$ cat src/sorted_run_fence_lookup_assert.svh
// Assertion macros used by the sorted run lookup top level.
`ifndef SORTED_RUN_FENCE_LOOKUP_ASSERT_SVH
`define SORTED_RUN_FENCE_LOOKUP_ASSERT_SVH

// Checked only while out of reset.
`define SRFL_ASSERT(lbl, prop, msg) \
  lbl: assert property (@(posedge clk) disable iff (!rst_n) prop) else $error(msg);

// Checked at every edge, reset included.
`define SRFL_ASSERT_ALWAYS(lbl, prop, msg) \
  lbl: assert property (@(posedge clk) prop) else $error(msg);

`endif

$ cat src/srfl_pkg.sv
// Shared constants, codes and controller/datapath interface types.
`default_nettype none

package srfl_pkg;

  localparam int RUN_DEPTH    = 1024;
  localparam int PAGE_ENTRIES = 64;
  localparam int KEY_WIDTH    = 32;
  localparam int VALUE_WIDTH  = 32;

  localparam int FENCE_DEPTH = (RUN_DEPTH + PAGE_ENTRIES - 1) / PAGE_ENTRIES;
  localparam int IDX_W       = $clog2(RUN_DEPTH);
  localparam int CNT_W       = $clog2(RUN_DEPTH + 1);
  localparam int FIDX_W      = (FENCE_DEPTH > 1) ? $clog2(FENCE_DEPTH) : 1;
  localparam int FCNT_W      = $clog2(FENCE_DEPTH + 1);
  localparam int PPOS_W      = (PAGE_ENTRIES > 1) ? $clog2(PAGE_ENTRIES) : 1;
  localparam int ENTRY_W     = KEY_WIDTH + VALUE_WIDTH;
  localparam int IN_DATA_W   = ((ENTRY_W + 7) / 8) * 8;
  localparam int OUT_DATA_W  = ((VALUE_WIDTH + 7) / 8) * 8;

  localparam int CAP_W      = 11;
  localparam int CAP_RESET  = 1024;
  localparam int APB_DATA_W = 32;
  localparam int APB_ADDR_W = 3;

  // Operation codes carried in the input tuser.
  localparam logic CMD_PUT = 1'b0;
  localparam logic CMD_GET = 1'b1;

  // Word index of the capacity register on the configuration port.
  localparam logic [APB_ADDR_W-3:0] REG_RUN_CAPACITY = '0;

  typedef enum logic [1:0] {
    RES_PUT_OK,
    RES_PUT_REJ,
    RES_MISS,
    RES_HIT
  } res_kind_t;

  typedef struct packed {
    logic      take_item;
    logic      do_put;
    logic      search_init;
    logic      search_step;
    logic      scan_init;
    logic      scan_step;
    logic      set_res;
    res_kind_t res_kind;
    logic      load_out;
  } dp_cmd_t;

  typedef struct packed {
    logic is_get;
    logic can_put;
    logic in_range;
    logic search_done;
    logic scan_hit;
    logic scan_end;
  } dp_stat_t;

endpackage

`default_nettype wire

$ cat src/srfl_ctrl.sv
// Controller state machine that sequences puts, fence search and page scan.
`default_nettype none

module srfl_ctrl (
  input  wire logic              clk,
  input  wire logic              rst_n,
  input  wire logic              in_tvalid,
  output logic                   in_tready,
  input  wire logic              out_tready,
  output logic                   out_tvalid,
  input  wire srfl_pkg::dp_stat_t stat,
  output srfl_pkg::dp_cmd_t      cmd
);
  import srfl_pkg::*;

  typedef enum logic [2:0] {
    S_IDLE,
    S_EXEC,
    S_SEARCH,
    S_SCAN,
    S_DONE
  } state_t;

  state_t state_r, state_nxt;
  logic   out_valid_r, out_valid_nxt;

  always_comb begin
    cmd           = '0;
    state_nxt     = state_r;
    out_valid_nxt = out_valid_r && !out_tready;
    unique case (state_r)
      S_IDLE: begin
        if (in_tvalid) begin
          cmd.take_item = 1'b1;
          state_nxt     = S_EXEC;
        end
      end
      S_EXEC: begin
        if (!stat.is_get) begin
          cmd.do_put   = stat.can_put;
          cmd.set_res  = 1'b1;
          cmd.res_kind = stat.can_put ? RES_PUT_OK : RES_PUT_REJ;
          state_nxt    = S_DONE;
        end else if (!stat.in_range) begin
          cmd.set_res  = 1'b1;
          cmd.res_kind = RES_MISS;
          state_nxt    = S_DONE;
        end else begin
          cmd.search_init = 1'b1;
          state_nxt       = S_SEARCH;
        end
      end
      S_SEARCH: begin
        if (stat.search_done) begin
          cmd.scan_init = 1'b1;
          state_nxt     = S_SCAN;
        end else begin
          cmd.search_step = 1'b1;
        end
      end
      S_SCAN: begin
        if (stat.scan_hit) begin
          cmd.set_res  = 1'b1;
          cmd.res_kind = RES_HIT;
          state_nxt    = S_DONE;
        end else if (stat.scan_end) begin
          cmd.set_res  = 1'b1;
          cmd.res_kind = RES_MISS;
          state_nxt    = S_DONE;
        end else begin
          cmd.scan_step = 1'b1;
        end
      end
      S_DONE: begin
        // The finished result moves to the output register once it is free.
        if (!out_valid_r || out_tready) begin
          cmd.load_out  = 1'b1;
          out_valid_nxt = 1'b1;
          state_nxt     = S_IDLE;
        end
      end
      default: begin
        state_nxt = S_IDLE;
      end
    endcase
  end

  always_ff @(posedge clk) begin
    if (!rst_n) begin
      state_r     <= S_IDLE;
      out_valid_r <= 1'b0;
    end else begin
      state_r     <= state_nxt;
      out_valid_r <= out_valid_nxt;
    end
  end

  assign in_tready  = (state_r == S_IDLE);
  assign out_tvalid = out_valid_r;

endmodule

`default_nettype wire

$ cat config.mk
export PLATFORM = sky130hd
export DESIGN_NAME = srfl_ctrl
export DESIGN_NICKNAME = d
export VERILOG_FILES = /design/src/sorted_run_fence_lookup_assert.svh /design/src/srfl_pkg.sv /design/src/srfl_ctrl.sv
export SDC_FILE = /design/constraint.sdc
export NUM_CORES = 1
export LEC_CHECK = 0
export BUFFER_PORTS_ARGS = -buffer_cell sky130_fd_sc_hd__clkbuf_2
export CELL_PAD_IN_SITES_DETAIL_PLACEMENT = 0
export CELL_PAD_IN_SITES_GLOBAL_PLACEMENT = 1
export CORE_AREA = 2 2 39 41
export CTS_CLUSTER_DIAMETER = 30
export DETAILED_ROUTE_END_ITERATION = 8
export DIE_AREA = 0 0 41 43
export GPL_TIMING_DRIVEN = 0
export PLACE_DENSITY_LB_ADDON = 0.1
export SLEW_MARGIN = 10
export SYNTH_ARGS = -nofsm -noshare
export SYNTH_HDL_FRONTEND = slang
export SYNTH_SLANG_ARGS = --single-unit
$ cat constraint.sdc
create_clock -name clk -period 1.34 [get_ports clk]
set_clock_uncertainty 0.05 [all_clocks]
set_input_delay 0.268 -clock clk [delete_from_list [all_inputs] [get_ports clk]]
set_output_delay 0.268 -clock clk [all_outputs]
set_load 0.03 [all_outputs]
# After elaboration in Yosys (flattened, before gate mapping)
# Index checks and enable logic that the tools add are counted.
[totals] in_bits=10 word_cells=46 output_inout_bits=12 register_bits=4
[op_classes] reduce_logical=6 muxes=30 n_eq_ne=8
[op_table] operator="$mux W3" count=11
[op_table] operator="$mux W1" count=15
[op_table] operator="$pmux W3 S5" count=1
[op_table] operator="$eq A3 B2 Y1 const B" count=2
[op_table] operator="$ne A2 B2 Y1 const B" count=3
[op_table] operator="$pmux W3 S2" count=1
[op_table] operator="$mux W2" count=2
[op_table] operator="$reduce_and A4 Y1" count=1
[op_table] operator="$eq A3 B1 Y1 const B" count=1
[op_table] operator="$eq A3 B3 Y1 const B" count=1
[op_table] operator="$logic_not A3 Y1" count=1
[op_table] operator="$ne A3 B3 Y1 const B" count=1
[op_table] operator="$logic_not A1 Y1" count=2
[op_table] operator="$logic_and A1 B1 Y1" count=1
[op_table] operator="$logic_or A1 B1 Y1" count=1

# Longest topological paths before layout
# Gate-level depths: netlist of run 1.
[depth] ltp_word=4 ltp_mapped=4 ltp_nobuf=3

# Worst setup path before layout of run 1
# Ideal clock, no wire load.
[synth_path] path_type="reg-to-output" start="register state_r[2]" end="output port cmd[8] (netlist name)" path_stages_with_launch=3 t_arrival_ns=1.640 t_required_ns=1.022 path_buffers=0 path_slack_ns=-0.618 cell_sequence="dfxtp_1 nand2b_2 nor4b_1"
[synth_lines] element="start, declared" line_no="srfl_ctrl.sv:24" rtl="state_t state_r, state_nxt;"
[synth_lines] element="start signal, assigned" line_no="srfl_ctrl.sv:93" rtl="state_r <= state_nxt;"
[synth_lines] element="end, declared" line_no="srfl_ctrl.sv:12" rtl="output srfl_pkg::dp_cmd_t cmd"

==> results of run 1 <==
-- sequential cells by signal, summed over array words and instances (netlist names) --
name	count
out_tvalid	1
state_r	3
-- routing by layer --
layer	track usage (%)	up-vias	share of wire, %
met5	0	-	0
met4	10.00	0	0
met3	1.571	0	5.1
met2	21.56	12	58
met1	15.06	201	37
li1	-	208	-
-- cells in the mapped netlist --
cell,n
nor2_1,5
dfxtp_1,4
nand2_1,3
nand2b_1,3
nor3_1,3
a21oi_1,2
o21ai_0,2
a21boi_0,1
a221oi_2,1
a32oi_1,1
and2_1,1
and3_1,1
and4b_2,1
buf_2,1
nand2b_2,1
nor2b_1,1
nor2b_2,1
nor3b_1,1
nor4b_1,1
nor4b_4,1
o21a_1,1
o2bb2ai_1,1
or3b_1,1
-- timing repair --
item | CTS | global route
resized for setup | 34 | 13
setup buffers | 5 | 5
pin swaps | 5 | 6
hold endpoints to repair | 0 | 0
setup endpoints to repair | 11 | 11
gates cloned | 0 | 0
-- power by group through the flow --
stage	Clock (mW)	Sequential, mW	Combinational [mW]
global placement	0	0.137	0.123
global route	0.159	0.134	0.205
finish	0.144	0.133	0.194
floorplan	0	0.136	0.0787
detailed placement	0	0.136	0.122
CTS	0.155	0.132	0.167
-- through the flow --
step	total power, mW	TNS, ps	hold WS, ps	cells	cell area, µm²
after global placement	0.2597	-876.3	506.0	75	476.7
final	0.4701	-1749	260.0	88	749.5
after detailed placement	0.2582	-769.6	507.9	75	476.7
after floorplan	0.2146	-421.8	334.9	38	351.6
after global routing	0.4969	-2287	268.3	88	749.5
after CTS	0.4545	-1846	251.1	83	674.4
-- cell type report --
cell class	instances	area, µm²
plain buffers	1	15.01
clock buffers	3	22.52
fillers	139	634.4
multi-input cells	33	325.3
flip-flops and latches	4	91.34
well taps	16	20.02
repair buffers	31	275.3
-- cells by family after synthesis --
group / synth area share [%]
buf+inv: 1.598
compound gates: 21.60
flops: 25.60
simple gates: 51.21
-- final timing paths --
kind / to / slack [ps] / cells past startpoint
setup / recovery: cmd[0] / -210 / 3
hold / removal: state_r[0]$_SDFFE_PN0P_ / 260 / 2
setup reg to reg: state_r[0]$_SDFFE_PN0P_ / 120 / 5
hold reg to reg: state_r[2]$_SDFFE_PN0P_ / 590 / 3
-- critical path: stages, from the launching register on --
cell and delay [ps]:
dfxtp_4 360, or3b_4 420, nor2_4 100, buf_8 120
==> impl_metrics.csv, run 1 <==
group,metric,value,unit
setup_path,endpoint_kind,"primary output",
sta,slew_viol_final,0,
sta,max-slew-margin-rel,78.70,%
worst_hold_path,worstHoldPathType,"input pin to register",
placement,dp_hpwl,651.5,µm
layout,n_antenna_cell,0,
cts,htreeDepth,1,
placement,pre_cts_ws,-168.4,ps
cts,holdBufCountCts,0,
global_route,antenna_found_initial,0,
synth,synth.area.top_cells,"dfxtp_1 26%, nor4b_4 7.6%, nand2b_1 6.0%, nor2_1 6.0%, nor3_1 4.8%",
sta,tightest_slew,318.9,ps
die,die_w,41,µm
status,status,"complete, but fails checks",
route,drt_first_pass_iters,2,
synth,netlist_instances,38,
route,drt_iter0_markers,1,
sta,setup_viol,11,
route,drc,0,
pwr,powerDensity,627.3,nW/µm²
status,violations,"negative setup slack",
cts,cts_buffers,3,
cts,cts_buffer_depth,2,
global_route,grt_max_degree,11,
sta,rsz0062_at_grt,"true",
run,cap_viol_max_count,0,
layout,nets,84,
setup_path,crit_required,1020,ps
global_route,grt_overflow_total,0,
synth,syn_area_per_cell,8.232,µm²
cts,cts_sinks,4,
pwr,p_leak,0.3216,nW
synth,syn_area,312.8,µm²
setup_path,cp-startpoint,"state_r[1]$_SDFFE_PN0P_",
route,wire_per_inst,13.11,µm
setup_path,reg2reg_from,"state_r[2]$_SDFFE_PN0P_",
setup_path,crit_type,"register to primary output",
global_route,grt_usage,13.44,%
setup_path,worst-path-max-fanout,4,
synth,ys_seq_area_share,25.60,%
sta,final-hold-violation-count,0,
die,coreArea,1384,µm²
sta,period_needed,1554,ps
die,initial_core_util,22.60,%
layout,drive_gt1_share,73.61,%
synth,synth_top_area_share,25.60,%
route,ant_nets,0,
synth,yosysWarningCount,0,
route,vias,421,
die,die-area,1763,µm²
route,drt_wl_total,1154,µm
synth,syn_nets,48,
setup_path,start_kind,"register",
route,via_per_inst,4.784,
die,io_pins,22,
pwr,power_frac_seq,28.2,%
pwr,internal_power,0.3193,mW
cts,clkTransAtPathRegs,40,ps
sta,max_freq,643.6,MHz
cts,cts_tree,"done",
placement,io_buffers,21,
synth,synth_seq_cells,4,
synth,synthDistinctLibCells,23,
die,std_cell_rows,14,
pwr,power_frac_comb,41.2,%
setup_path,crit_arrival,1240,ps
sta,finalCritPeriodShare,115.9,%
layout,syn_to_final_growth,139.6,%
synth,yosysTopAreaCell,"dfxtp_1",
layout,fin_util,54.16,%
global_route,grt_pass1_vias,383,
layout,layout_common_cells,"10 x clkbuf_2, 10 x buf_4, 6 x clkbuf_8",
pwr,swShare,32.09,%
sta,layout_setup_ws,-213.7,ps
global_route,grt_pass1_wl,1587,µm
cts,cts-root-buf,"clkbuf_4",
die,die_h,43,µm
pwr,pwr-share-clk,30.5,%
pwr,ir_worst_vdd,0.3903,mV
cts,insertion_delay,230,ps
worst_hold_path,worstHoldStart,"rst_n",
placement,gp_congestion,0.5826,
pwr,netSwitchingPower,0.1509,mW
Note: power is estimated with default switching activity, not from simulation.
==> run 2, diff against run 1 <==
Settings changed: ABC_AREA set to 1, CORE_AREA 2 2 39 41 to not set, CORE_UTILIZATION set to 24, DIE_AREA 0 0 41 43 to not set.
==> run 2 against run 1 <==
Compared with the run above: the flow still finishes with violations (negative setup slack); via count up 13%; worst setup slack improved by 39 ps; highest routed layer unchanged; largest power group unchanged; non-clock buffer count grew 3; routed wire length shrank 9.7%; worst hold slack got worse by 19 ps; combinational power grew to 6.5 times the previous value; clock-buffer cell count did not move; clock power about the same; maximum frequency rose by 2.6%; critical endpoint is now cmd[5].
==> impl_metrics.csv, run 2 <==
group,metric,value,unit
cts,cts_tree,"done",
synth,synth-xor-area-share,0,%
synth,netlist_instances,56,
layout,n_antenna_cell,0,
global_route,grt_usage,13.66,%
layout,layout_common_cells,"10 x clkbuf_2, 10 x buf_4, 9 x inv_1",
global_route,antenna_found_initial,0,
global_route,grt_pass1_vias,389,
sta,finalCritPeriodShare,113.0,%
placement,pre_cts_ws,-104.0,ps
synth,synth_edf_count,0,
route,drc,0,
sta,setup_viol,10,
route,via_per_inst,4.376,
status,status,"complete, but fails checks",
sta,holdWs,240.9,ps
placement,placed_cell_area,486.7,µm²
global_route,grt_max_degree,6,
worst_hold_path,worstHoldPathType,"input pin to register",
layout,multiInputGateArea,327.8,µm²
setup_path,critPathMaxStageDelay,360,ps
die,die_w,39.38,µm
sta,layout_setup_ws,-174.3,ps
synth,syn_area,335.3,µm²
setup_path,crit_arrival,1200,ps
setup_path,crit_required,1020,ps
sta,tightest_slew,205.7,ps
placement,dp_hpwl,709.2,µm
setup_path,cp_num_buf_inv,2,
die,io_pins,22,
route,wire_per_inst,9.560,µm
cts,cts_buffer_depth,2,
synth,muxShareOfSynthArea,0,%
setup_path,cp.depth,4,
route,drt_first_pass_iters,2,
setup_path,crit_type,"register to primary output",
route,vias,477,
route,drt_iter0_markers,1,
sta,fin_tns_setup,-1244,ps
synth,ys_seq_area_share,23.88,%
sta,final-hold-violation-count,0,
route,ant_nets,0,
setup_path,endpoint_kind,"primary output",
layout,final_area,843.3,µm²
pwr,p_leak,0.4120,nW
pwr,power,1.663,mW
sta,rsz0062_at_grt,"true",
cts,htreeDepth,1,
global_route,grt_pass1_wl,1428,µm
cts,cts_sinks,4,
sta,max_freq,660.4,MHz
setup_path,worst-path-max-fanout,4,
route,drt_wl_total,1042,µm
status,violations,"negative setup slack",
synth,syn_nets,66,
synth,syn_area_per_cell,5.988,µm²
synth,synth.area.top_cells,"dfxtp_1 24%, inv_1 12%, nand3_2 12%, nor2_1 11%, nand2_1 10%",
cts,cts_buffers,3,
placement,dp_cells,92,
setup_path,cp_cell_sequence,"nor2_4, inv_4, nor3_4, clkbuf_8",
setup_path,reg2reg_depth,9,
worst_hold_path,whs_path_depth,3,
synth,yosysWarningCount,0,
die,die_h,39.38,µm
die,initial_core_util,25.77,%
synth,synth.most_common_cell,"inv_1",
synth,synth-compound-area-share,15.67,%
layout,regArea,91.34,µm²
placement,gp_congestion,0.7710,
synth,synth_top_area_share,23.88,%
layout,fin_util,64.81,%
layout,fin_cells,109,
layout,syn_to_final_growth,151.5,%
cts,holdBufCountCts,0,
synth,yosysTopAreaCell,"dfxtp_1",
setup_path,critPathSlowestCell,"dfxtp_4",
die,coreArea,1301,µm²
run,cap_viol_max_count,0,
setup_path,path_delay_family,"flip-flops",
placement,io_buffers,21,
cts,cts-root-buf,"clkbuf_4",
pwr,ir_worst_vdd,1.158,mV
die,std_cell_rows,13,
synth,synthAdderAreaFrac,0,%
synth,synth_common_cells,"11 x inv_1, 10 x nor2_1, 9 x nand2_1",
sta,period_needed,1514,ps
layout,nets,106,
layout,fillers,116,
sta,max-slew-margin-rel,86.29,%
cts,clkTransAtPathRegs,30,ps
layout,drive_gt1_share,72.34,%
pwr,powerDensity,1972,nW/µm²
cts,insertion_delay,230,ps
synth,synthSimpleGateAreaFrac,44.78,%
global_route,grt_overflow_total,0,
synth,synth_seq_cells,4,
layout,largest-register,"state_r",
synth,synth_top_family_by_area,"simple AND/OR/NAND/NOR gates",
synth,synthFlopType,"dfxtp_1",
setup_path,start_kind,"register",
layout,largest_reg_flops,3,
die,die-area,1551,µm²
synth,ys_async_sr_fraction,0,%
synth,synthDistinctLibCells,16,
sta,slew_viol_final,0,
run 2: changes by cell type in the layout (fill, tap and decap cells not counted), moves of 3 or more:
cell / delta
nand2_1: +3
buf_6: +3
nand3_2: +3
nor2_4: +4
inv_1: +9
inv_4: +3
run 2: worst min-delay path: cells and delay by family:
kind	cells	cell delay, ps
AND/OR/NAND/NOR	2	110
buffers and inverters	1	110
run 2: report_power, final:
part / total, mW / internal [mW] / leakage (nW) / switching, mW
clock network: 0.145 / 0.0999 / 0.0138 / 0.0448
logic: 1.26 / 0.620 / 0.363 / 0.640
registers: 0.258 / 0.177 / 0.0348 / 0.0805
run 2: repair_timing:
action	CTS	global route
endpoints found under the setup margin	11	12
pin swaps	6	6
setup buffers	11	3
resized for setup	45	18
run 2: area by class of cell:
type | instances | share of cell area (%)
timing repair buffer | 35 | 38.28
tap | 15 | 2.226
sequential | 4 | 10.83
multi-input combinational | 38 | 38.87
inverter | 14 | 7.122
clock buffer | 3 | 2.671
run 2: kinds of logic (layout without fill, tap and decap cells):
kind of cell    count (synthesis)  count (layout)
simple gates                   30              30
buf+inv                        14              52
flops                           4               4
compound gates                  8               8
run 2: routing by layer:
layer | up-vias | part of all wire [%] | GRT usage [%]
li1 | 255 | - | -
met1 | 214 | 43 | 15.15
met2 | 8 | 54 | 24.58
met3 | 0 | 2.4 | 1.705
met4 | 0 | 0 | 7.759
met5 | - | 0 | 0
run 2: worst paths after layout:
kind / startpoint / to / slack [ps]
max: state_r[0]$_SDFFE_PN0P_ / cmd[5] / -170
min: rst_n / state_r[0]$_SDFFE_PN0P_ / 240
max reg2reg: state_r[0]$_SDFFE_PN0P_ / state_r[0]$_SDFFE_PN0P_ / 70
min reg2reg: out_tvalid$_SDFF_PN0_ / out_tvalid$_SDFF_PN0_ / 540
